**src/rtl/core/sfr_pkg.sv**
```systemverilog
// Shared types and constants for the stuffed frame receiver.
// No dependencies; compile first.
package sfr_pkg;

    localparam int BYTE_W     = 8;
    localparam int ADDR_W     = 7;
    localparam int CRC_W      = 16;
    localparam int COUNT_W    = 9;
    localparam int CFG_IDX_W  = 2;
    localparam int CFG_DATA_W = 16;

    localparam logic [COUNT_W-1:0] FRAME_OVERHEAD = COUNT_W'(5);

    localparam logic [BYTE_W-1:0] START_BYTE_RST  = BYTE_W'(127);
    localparam logic [ADDR_W-1:0] OWN_ADDRESS_RST = ADDR_W'(0);
    localparam logic [CRC_W-1:0]  CRC_SEED_RST    = CRC_W'(65535);
    localparam logic [CRC_W-1:0]  CRC_POLY_RST    = CRC_W'(32773);

    typedef enum logic [CFG_IDX_W-1:0] {
        CFG_START_BYTE  = 2'd0,
        CFG_OWN_ADDRESS = 2'd1,
        CFG_CRC_SEED    = 2'd2,
        CFG_CRC_POLY    = 2'd3
    } t_cfg_idx;

    typedef enum logic [2:0] {
        EV_NONE      = 3'd0,
        EV_FRAME_OK  = 3'd1,
        EV_CRC_ERR   = 3'd2,
        EV_ADDR_MISS = 3'd3,
        EV_RESYNC    = 3'd4,
        EV_IDLE_DROP = 3'd5
    } t_sfr_event;

    typedef struct packed {
        logic [BYTE_W-1:0] start_byte;
        logic [ADDR_W-1:0] own_address;
        logic [CRC_W-1:0]  crc_seed;
        logic [CRC_W-1:0]  crc_poly;
    } t_sfr_cfg;

    typedef struct packed {
        logic               byte_valid;
        logic [BYTE_W-1:0]  frame_byte;
        logic [COUNT_W-1:0] byte_index;
        t_sfr_event         event_res;
        logic               sequence_bit;
        logic [BYTE_W-1:0]  payload_length;
    } t_sfr_result;

endpackage

```
**src/rtl/core/sfr_in_if.sv**
```systemverilog
// Input word channel: valid/ready handshake carrying one raw received byte.
// Depends on sfr_pkg.
interface sfr_in_if;
    import sfr_pkg::*;

    logic              valid;
    logic              ready;
    logic [BYTE_W-1:0] rx_byte;

    modport source (output valid, output rx_byte, input ready);
    modport sink   (input valid, input rx_byte, output ready);
endinterface

```
**src/rtl/core/sfr_out_if.sv**
```systemverilog
// Result word channel: valid/ready handshake carrying one receiver result.
// Depends on sfr_pkg.
interface sfr_out_if;
    import sfr_pkg::*;

    logic        valid;
    logic        ready;
    t_sfr_result data;

    modport source (output valid, output data, input ready);
    modport sink   (input valid, input data, output ready);
endinterface

```
**src/rtl/core/sfr_crc_byte.sv**
```systemverilog
// Byte-wide MSB-first CRC-16 update with programmable polynomial.
// Depends on sfr_pkg.
module sfr_crc_byte (
    input  logic [sfr_pkg::CRC_W-1:0]  i_crc,
    input  logic [sfr_pkg::BYTE_W-1:0] i_byte,
    input  logic [sfr_pkg::CRC_W-1:0]  i_poly,
    output logic [sfr_pkg::CRC_W-1:0]  o_crc
);
    import sfr_pkg::*;

    always_comb begin
        logic [CRC_W-1:0] c;
        c = i_crc ^ {i_byte, {(CRC_W-BYTE_W){1'b0}}};
        for (int k = 0; k < BYTE_W; k++) begin
            if (c[CRC_W-1]) begin
                c = {c[CRC_W-2:0], 1'b0} ^ i_poly;
            end else begin
                c = {c[CRC_W-2:0], 1'b0};
            end
        end
        o_crc = c;
    end
endmodule

```
**src/rtl/core/sfr_deframer.sv**
```systemverilog
// Frame state and destuffing/end-of-frame logic for one byte per advance.
// Depends on sfr_pkg and sfr_crc_byte.
module sfr_deframer (
    input  logic                        i_clk,
    input  logic                        i_rst_n,
    input  logic                        i_adv,
    input  logic [sfr_pkg::BYTE_W-1:0]  i_byte,
    input  sfr_pkg::t_sfr_cfg           i_cfg,
    output sfr_pkg::t_sfr_result        o_res
);
    import sfr_pkg::*;

    logic [COUNT_W-1:0] r_count, n_count;
    logic               r_pend, n_pend;
    logic [COUNT_W-1:0] r_flen, n_flen;
    logic [CRC_W-1:0]   r_crc, n_crc;
    logic [CRC_W-1:0]   r_rcrc, n_rcrc;
    logic [BYTE_W-1:0]  r_addr, n_addr;

    logic               restart;
    logic [CRC_W-1:0]   crc_in;
    logic [CRC_W-1:0]   crc_out;

    assign restart = (r_count != '0) && r_pend && (i_byte != i_cfg.start_byte);
    assign crc_in  = restart ? i_cfg.crc_seed : r_crc;

    sfr_crc_byte u_crc (
        .i_crc  (crc_in),
        .i_byte (i_byte),
        .i_poly (i_cfg.crc_poly),
        .o_crc  (crc_out)
    );

    always_comb begin
        logic               store;
        logic [COUNT_W-1:0] idx;
        logic [COUNT_W:0]   idx_p2;
        n_count = r_count;
        n_pend  = r_pend;
        n_flen  = r_flen;
        n_crc   = r_crc;
        n_rcrc  = r_rcrc;
        n_addr  = r_addr;
        o_res   = '0;
        store   = 1'b0;
        idx     = r_count;

        if (r_count == '0) begin
            if (i_byte == i_cfg.start_byte) begin
                n_pend = 1'b0;
                n_flen = '0;
                n_crc  = i_cfg.crc_seed;
                n_rcrc = '0;
                n_addr = '0;
                store  = 1'b1;
            end else begin
                o_res.event_res = EV_IDLE_DROP;
            end
        end else begin
            if (r_pend) begin
                n_pend = 1'b0;
                if (restart) begin
                    idx             = COUNT_W'(1);
                    n_flen          = '0;
                    n_crc           = i_cfg.crc_seed;
                    n_rcrc          = '0;
                    o_res.event_res = EV_RESYNC;
                end
                store = 1'b1;
            end else if (i_byte == i_cfg.start_byte) begin
                n_pend = 1'b1;
            end else begin
                store = 1'b1;
            end
        end

        idx_p2 = {1'b0, idx} + (COUNT_W+1)'(2);
        if (store) begin
            o_res.byte_valid = 1'b1;
            o_res.frame_byte = i_byte;
            o_res.byte_index = idx;
            if (idx == COUNT_W'(1)) begin
                n_addr = i_byte;
                n_crc  = crc_out;
            end else if (idx == COUNT_W'(2)) begin
                n_crc  = crc_out;
                n_flen = {1'b0, i_byte} + FRAME_OVERHEAD;
            end else if (idx >= COUNT_W'(3) && n_flen != '0) begin
                if (idx_p2 < {1'b0, n_flen}) begin
                    n_crc = crc_out;
                end else if (idx_p2 == {1'b0, n_flen}) begin
                    n_rcrc = {n_rcrc[CRC_W-1:BYTE_W], i_byte};
                end else begin
                    n_rcrc = {i_byte, n_rcrc[BYTE_W-1:0]};
                end
            end
            n_count = idx + COUNT_W'(1);
        end

        if (r_count != '0 && n_flen != '0 && n_count == n_flen) begin
            o_res.payload_length = BYTE_W'(n_flen - FRAME_OVERHEAD);
            if ((n_addr & i_cfg.start_byte) != {1'b0, i_cfg.own_address}) begin
                o_res.event_res = EV_ADDR_MISS;
            end else if (n_crc != n_rcrc) begin
                o_res.event_res = EV_CRC_ERR;
            end else begin
                o_res.event_res    = EV_FRAME_OK;
                o_res.sequence_bit = n_addr[BYTE_W-1];
            end
            n_count = '0;
            n_pend  = 1'b0;
        end
    end

    always_ff @(posedge i_clk) begin
        if (!i_rst_n) begin
            r_count <= '0;
            r_pend  <= 1'b0;
            r_flen  <= '0;
            r_crc   <= CRC_SEED_RST;
            r_rcrc  <= '0;
            r_addr  <= '0;
        end else if (i_adv) begin
            r_count <= n_count;
            r_pend  <= n_pend;
            r_flen  <= n_flen;
            r_crc   <= n_crc;
            r_rcrc  <= n_rcrc;
            r_addr  <= n_addr;
        end
    end
endmodule

```
**src/rtl/core/stuffed_frame_receiver_crc16.sv**
```systemverilog
// Path: input register, combinational deframer and CRC-16 update, then result register.
// Throughput: one word per cycle while the result channel is not stalled.
// Every input word yields exactly one result word.
// Reset: synchronous active low; clears frame state, seeds the CRC register, loads
// register defaults and empties both pipeline registers.
// Depends on sfr_pkg, sfr_in_if, sfr_out_if and sfr_deframer.
module stuffed_frame_receiver_crc16 (
    input  logic                            i_clk,
    input  logic                            i_rst_n,
    sfr_in_if.sink                          i_rx,
    sfr_out_if.source                       o_res,
    input  logic                            i_cfg_we,
    input  logic [sfr_pkg::CFG_IDX_W-1:0]   i_cfg_idx,
    input  logic [sfr_pkg::CFG_DATA_W-1:0]  i_cfg_data
);
    import sfr_pkg::*;

    t_sfr_cfg          r_cfg;
    logic              r_in_vld;
    logic [BYTE_W-1:0] r_in_byte;
    logic              r_out_vld;
    t_sfr_result       r_out;
    t_sfr_result       n_out;
    logic              adv;

    assign adv        = r_in_vld && (!r_out_vld || o_res.ready);
    assign i_rx.ready = !r_in_vld || adv;

    always_ff @(posedge i_clk) begin
        if (!i_rst_n) begin
            r_cfg.start_byte  <= START_BYTE_RST;
            r_cfg.own_address <= OWN_ADDRESS_RST;
            r_cfg.crc_seed    <= CRC_SEED_RST;
            r_cfg.crc_poly    <= CRC_POLY_RST;
        end else if (i_cfg_we) begin
            case (i_cfg_idx)
                CFG_START_BYTE:  r_cfg.start_byte  <= i_cfg_data[BYTE_W-1:0];
                CFG_OWN_ADDRESS: r_cfg.own_address <= i_cfg_data[ADDR_W-1:0];
                CFG_CRC_SEED:    r_cfg.crc_seed    <= i_cfg_data[CRC_W-1:0];
                CFG_CRC_POLY:    r_cfg.crc_poly    <= i_cfg_data[CRC_W-1:0];
                default: ;
            endcase
        end
    end

    always_ff @(posedge i_clk) begin
        if (!i_rst_n) begin
            r_in_vld <= 1'b0;
        end else if (i_rx.ready) begin
            r_in_vld <= i_rx.valid;
        end
    end

    always_ff @(posedge i_clk) begin
        if (i_rx.valid && i_rx.ready) begin
            r_in_byte <= i_rx.rx_byte;
        end
    end

    sfr_deframer u_deframer (
        .i_clk   (i_clk),
        .i_rst_n (i_rst_n),
        .i_adv   (adv),
        .i_byte  (r_in_byte),
        .i_cfg   (r_cfg),
        .o_res   (n_out)
    );

    always_ff @(posedge i_clk) begin
        if (!i_rst_n) begin
            r_out_vld <= 1'b0;
        end else if (adv) begin
            r_out_vld <= 1'b1;
        end else if (o_res.ready) begin
            r_out_vld <= 1'b0;
        end
    end

    always_ff @(posedge i_clk) begin
        if (adv) begin
            r_out <= n_out;
        end
    end

    assign o_res.valid = r_out_vld;
    assign o_res.data  = r_out;
endmodule

```
**src/flat_wrapper.sv**
```systemverilog
// flat-port wrapper written by rule: the top's interface ports become plain ports
module stuffed_frame_receiver_crc16_flat import sfr_pkg::*;
  (i_clk, i_rst_n, i_cfg_we, i_cfg_idx, i_cfg_data, i_rx_valid, i_rx_rx_byte, i_rx_ready, o_res_valid, o_res_data, o_res_ready);
  sfr_in_if i_rx_i ();
  sfr_out_if o_res_i ();
  input  logic i_clk;
  input  logic i_rst_n;
  input  logic i_cfg_we;
  input  logic [sfr_pkg::CFG_IDX_W-1:0] i_cfg_idx;
  input  logic [sfr_pkg::CFG_DATA_W-1:0] i_cfg_data;
  input wire logic [$bits(i_rx_i.valid)-1:0] i_rx_valid;
  input wire logic [$bits(i_rx_i.rx_byte)-1:0] i_rx_rx_byte;
  output wire logic [$bits(i_rx_i.ready)-1:0] i_rx_ready;
  output wire logic [$bits(o_res_i.valid)-1:0] o_res_valid;
  output wire logic [$bits(o_res_i.data)-1:0] o_res_data;
  input wire logic [$bits(o_res_i.ready)-1:0] o_res_ready;
  assign i_rx_i.valid = i_rx_valid;
  assign i_rx_i.rx_byte = i_rx_rx_byte;
  assign i_rx_ready = i_rx_i.ready;
  assign o_res_valid = o_res_i.valid;
  assign o_res_data = o_res_i.data;
  assign o_res_i.ready = o_res_ready;
  stuffed_frame_receiver_crc16 u_core (.i_clk(i_clk), .i_rst_n(i_rst_n), .i_rx(i_rx_i), .o_res(o_res_i), .i_cfg_we(i_cfg_we), .i_cfg_idx(i_cfg_idx), .i_cfg_data(i_cfg_data));
endmodule
```
**config.mk**
```make
export PLATFORM = sky130hd
export DESIGN_NAME = stuffed_frame_receiver_crc16_flat
export DESIGN_NICKNAME = d
export VERILOG_FILES = /design/src/rtl/core/sfr_pkg.sv /design/src/rtl/core/sfr_in_if.sv /design/src/rtl/core/sfr_out_if.sv /design/src/rtl/core/sfr_crc_byte.sv /design/src/rtl/core/sfr_deframer.sv /design/src/rtl/core/stuffed_frame_receiver_crc16.sv /design/src/flat_wrapper.sv
export SDC_FILE = /design/constraint.sdc
export NUM_CORES = 1
export LEC_CHECK = 0
export BUFFER_PORTS_ARGS = -buffer_cell sky130_fd_sc_hd__buf_2
export CORE_ASPECT_RATIO = 1.5
export CORE_MARGIN = 2
export CORE_UTILIZATION = 50
export CTS_BUF_LIST = sky130_fd_sc_hd__clkbuf_8
export DETAILED_ROUTE_END_ITERATION = 7
export PLACE_DENSITY = 0.67
export RECOVER_POWER = 100
export SETUP_SLACK_MARGIN = 0.15
export SLEW_MARGIN = 20
export SYNTH_ARGS = -nofsm -noshare
export SYNTH_HDL_FRONTEND = slang
export SYNTH_HIERARCHICAL = 1
export SYNTH_SLANG_ARGS = --single-unit
```
**constraint.sdc**
```tcl
create_clock -name i_clk -period 17.25 [get_ports i_clk]
set_input_delay 0.8625 -clock i_clk [delete_from_list [all_inputs] [get_ports i_clk]]
set_output_delay 0.8625 -clock i_clk [all_outputs]
set_load 0.005 [all_outputs]
```
==> metrics.json <==
{
  "power_per_standard_cell_area": {"value": 76.20, "unit": "mW/mm^2"},
  "core.rowCount": {"value": 67},
  "timing.critical_path.from": {"value": "u_core/u_deframer/r_count[6]$_SDFFE_PN0P_"},
  "die_h": {"value": 189.5, "unit": "um"},
  "postSynthAreaPerCell": {"value": 8.309, "unit": "sq um"},
  "grt_most_used_layer": {"value": "met2"},
  "synth_xor_area_frac": {"value": 0.1476},
  "synth-main-ff-cell": {"value": "dfxtp_1"},
  "clock_sink_count": {"value": 146},
  "wl_per_cell": {"value": 21.45, "unit": "um"},
  "cts.repair_timing.setup_buffer_count": {"value": 0},
  "complex_gate_fraction_of_the_synthesized_area": {"value": 0.1637},
  "worst_setup_hold_path_clk_slew": {"value": 0.09, "unit": "ns"},
  "initial_antenna_violation_count": {"value": 0},
  "first_pass_iters": {"value": 5},
  "port-buffer-count": {"value": 62},
  "r2r_depth": {"value": 17},
  "rrSetupSlack": {"value": 8.90, "unit": "ns"},
  "dp_hpwl": {"value": 26640, "unit": "um"},
  "synth_seq_area_share": {"value": 0.2879},
  "critPathKind": {"value": "register to register"},
  "final.hold.worst_slack": {"value": 0.4827, "unit": "ns"},
  "clock_tree.buffer_depth": {"value": 2},
  "ys.warnings.count": {"value": 6},
  "min_period": {"value": 8.345, "unit": "ns"},
  "floorplan.die.width": {"value": 127.7, "unit": "um"},
  "fmaxAchievable": {"value": 119.8, "unit": "MHz"},
  "worst_vdd_drop": {"value": 46.75, "unit": "uV"},
  "failing_checks": {"value": "capacitance limit, slew limit"},
  "detailed_place.area": {"value": 0.01161, "unit": "sq mm"},
  "slew_violations": {"value": 246},
  "route.detailed.drc": {"value": 0},
  "timing.critical_path.from_type": {"value": "register"},
  "synthDominantCellAreaShare": {"value": 0.1884},
  "maximum_fanout_encountered_on_the_critical_timing_path": {"value": 26},
  "timing.final.setup_violations": {"value": 0},
  "yosys.cell_types.count": {"value": 108},
  "initial_utilization": {"value": 0.5107},
  "detail-route-antenna-nets": {"value": 0},
  "fraction_of_layout_instances_using_a_drive_strength_above_1": {"value": 0.1082},
  "synth-async-reset-ratio": {"value": 0},
  "cts_made_buffers": {"value": 17},
  "num_antenna_cells": {"value": 0},
  "worst_setup_path_endpoint": {"value": "u_core/o_res.data[10]$_DFFE_PP_"},
  "fin_worst_skew": {"value": 0.01460, "unit": "ns"},
  "overflow": {"value": 0},
  "finalHoldViolations": {"value": 0},
  "synth-edff-count": {"value": 38},
  "hold_buffers": {"value": 0},
  "fin_tns_setup": {"value": 0, "unit": "ns"},
  "tightestPinTransition": {"value": 3.425, "unit": "ns"},
  "placed_cell_count": {"value": 1621},
  "fp.dieArea": {"value": 0.02420, "unit": "sq mm"},
  "fin_area": {"value": 0.01192, "unit": "sq mm"},
  "core_area": {"value": 0.02247, "unit": "sq mm"},
  "rr_endpoint": {"value": "u_core/o_res.data[10]$_DFFE_PP_"},
  "globalRouteMet3Util": {"value": 0.03262},
  "worst_path_arrival": {"value": 8.58, "unit": "ns"},
  "main_combinational_cell_family_by_area_after_synthesis": {"value": "simple AND/OR/NAND/NOR gates"},
  "synth.cell_area": {"value": 0.01147, "unit": "sq mm"},
  "final.period_utilization": {"value": 0.4838},
  "hold_start": {"value": "u_core/r_cfg[32]$_SDFFE_PN0P_"},
  "area_growth_syn_to_layout": {"value": 3.914, "unit": "%"},
  "leakage_dissipation": {"value": 4.609, "unit": "nW"},
  "r2r_start": {"value": "u_core/u_deframer/r_count[6]$_SDFFE_PN0P_"},
  "grt_pass1_vias": {"value": 9855},
  "totalWireLength": {"value": 35450, "unit": "um"},
  "yosys-mux-area-fraction": {"value": 0.05866},
  "timing.slew.headroom": {"value": -1.283},
  "grt_use_met2": {"value": 0.5249},
  "tritoncts": {"value": "built"},
  "critPathCaptureType": {"value": "register"},
  "gr-usage-met1": {"value": 0.3193},
  "fin_cells": {"value": 1653},
  "vias": {"value": 10083},
  "place_congestion": {"value": 0.9544},
  "ctsHtreeMaxLevel": {"value": 4},
  "status": {"value": "finished with violations"},
  "synthCells": {"value": 1381},
  "syn_nets": {"value": 1428},
  "first_pass_grt_wire_length": {"value": 54970, "unit": "um"},
  "ys_ff_latch": {"value": 146},
  "number_of_primary_i_o_pins": {"value": 63},
  "worstHoldPathType": {"value": "register to register"},
  "max_cap_violations": {"value": 5},
  "nNetsFinal": {"value": 1411},
  "grt_setup_unrepaired": {"value": "false"},
  "fin_util": {"value": 0.5307},
  "cts-root-buf": {"value": "clkbuf_8"},
  "worst_skew_pair.late_latency": {"value": 0.48, "unit": "ns"},
  "synth.top_cells.by_area": {"value": "dfxtp_1 19%, edfxtp_1 9.9%, nand2_1 8.3%"},
  "grt_start_max_net_pins": {"value": 96},
  "via_per_inst": {"value": 6.100},
  "drt_iter0_drc": {"value": 874},
  "synth_simple_gate_area_share": {"value": 0.2604},
  "post-synth-top-area-cell": {"value": "dfxtp_1"},
  "synth_adder_area_share": {"value": 0.01745},
  "grt.total_usage": {"value": 0.2962},
  "worst_ep_required_time": {"value": 17.49, "unit": "ns"},
  "cts-resized-gates": {"value": 0}
}
-- kinds of logic (layout without fill, tap and decap cells) --
group / Yosys count / count (layout)
AOI/OAI and AO/OA: 258 / 258
xor gates and xnor gates: 159 / 159
adders and majority gates: 16 / 16
buffers and inverters: 143 / 139
DFF: 146 / 146
muxes: 66 / 66
and+or+nand+nor: 593 / 593
-- state kept, by name, indices dropped and copies added, names as in the netlist --
register and count:
u_core/u_deframer/r_crc 16, u_core/o_res.valid 1, u_core/r_cfg 47, u_core/r_in_byte 8, u_core/u_deframer/r_addr 8, u_core/u_deframer/r_rcrc 16, u_core/r_in_vld 1, u_core/u_deframer/r_pend 1
u_core/u_deframer/r_count 9, u_core/o_res.data 30, u_core/u_deframer/r_flen 9
-- placed cells by master, fill, tap and decap left out, types with 14 or more instances in the layout --
cell type / n
dfxtp_1: 108
o21ai_0: 50
a21oi_1: 39
nand4_1: 18
edfxtp_1: 38
nand3_1: 51
nor3_1: 21
nor2b_1: 52
mux2i_1: 59
o2111ai_1: 16
a22oi_1: 27
and3_1: 23
xnor2_1: 94
clkbuf_1: 25
buf_2: 41
clkbuf_8: 17
nand2_1: 255
xor2_1: 42
or3_1: 14
nor2_1: 74
xnor3_1: 14
ha_1: 16
inv_1: 33
-- worst min path at each step --
stage	end	slack [ns]	cells after the start
6_report	u_core/r_cfg[32]$_SDFFE_PN0P_	0.48	2
5_1_grt	u_core/r_cfg[32]$_SDFFE_PN0P_	0.50	2
4_1_cts	u_core/r_cfg[38]$_SDFFE_PN0P_	0.48	2
3_5_place_dp	u_core/u_deframer/r_rcrc[8]$_SDFFE_PN0P_	0.47	1
3_3_place_gp	u_core/u_deframer/r_rcrc[4]$_SDFFE_PN0P_	0.46	1
2_1_floorplan	u_core/r_cfg[1]$_SDFFE_PN0P_	0.43	2
-- per-stage QoR --
stage | total power [mW] | worst slack [ns]
after floorplan | 0.5836 | 10.69
after global placement | 0.6302 | 9.984
after detailed placement | 0.6311 | 9.766
after CTS | 0.9098 | 9.721
after global routing | 0.9465 | 8.230
final | 0.9086 | 8.905
-- layout make-up --
class	count	area, sq um
Clock inverter	15	170.2
Multi-Input combinational cell	1092	7400
Sequential cell	146	3303
Tap cell	276	345.3
Timing Repair Buffer	71	336.6
Fill cell	2152	10540
Inverter	36	135.1
Clock buffer	17	234.0
-- cells in the mapped netlist, types with 8 or more instances --
library cell,instances
a21oi_1,39
a22oi_1,27
a31oi_1,9
and2_1,14
and3_1,23
buf_2,32
buf_6,10
clkbuf_1,47
dfxtp_1,108
edfxtp_1,38
ha_1,16
inv_1,32
mux2i_1,59
nand2_1,254
nand3_1,51
nand4_1,18
nand4b_1,13
nor2_1,75
nor2b_1,53
nor3_1,20
o2111ai_1,16
o211a_1,8
o211ai_1,12
o21ai_0,48
o21ai_1,12
o21ai_2,12
or3_1,14
xnor2_1,94
xnor3_1,14
xor2_1,42
-- metal layers --
metal | routed length [um] | share of wire
met1 | 12950 | 0.37
met2 | 18190 | 0.51
met3 | 1475 | 0.042
met4 | 2837 | 0.080
met5 | 0 | 0
-- worst max-delay path, cell delays in order (launching register included) --
cell,delay [ns]
dfxtp_1,0.44
or4_1,0.69
nor3_1,0.89
o21ai_0,0.71
o21ai_0,1.43
nand2_1,0.43
ha_1,0.47
a211oi_1,0.20
nor2_1,0.08
o31ai_1,0.35
nand2_1,0.14
o32a_1,0.57
nor2_1,0.63
a21oi_1,0.23
xor2_1,0.20
nor4_1,0.19
nand4_1,0.23
o21ba_1,0.23
-- power by group --
group,switching [mW],internal [mW],leakage (nW),total [mW]
sequential,0.0170,0.362,1.23,0.379
clock,0.147,0.132,0.207,0.279
combinational,0.145,0.106,3.17,0.251
Power figures use the tool's default switching activity.
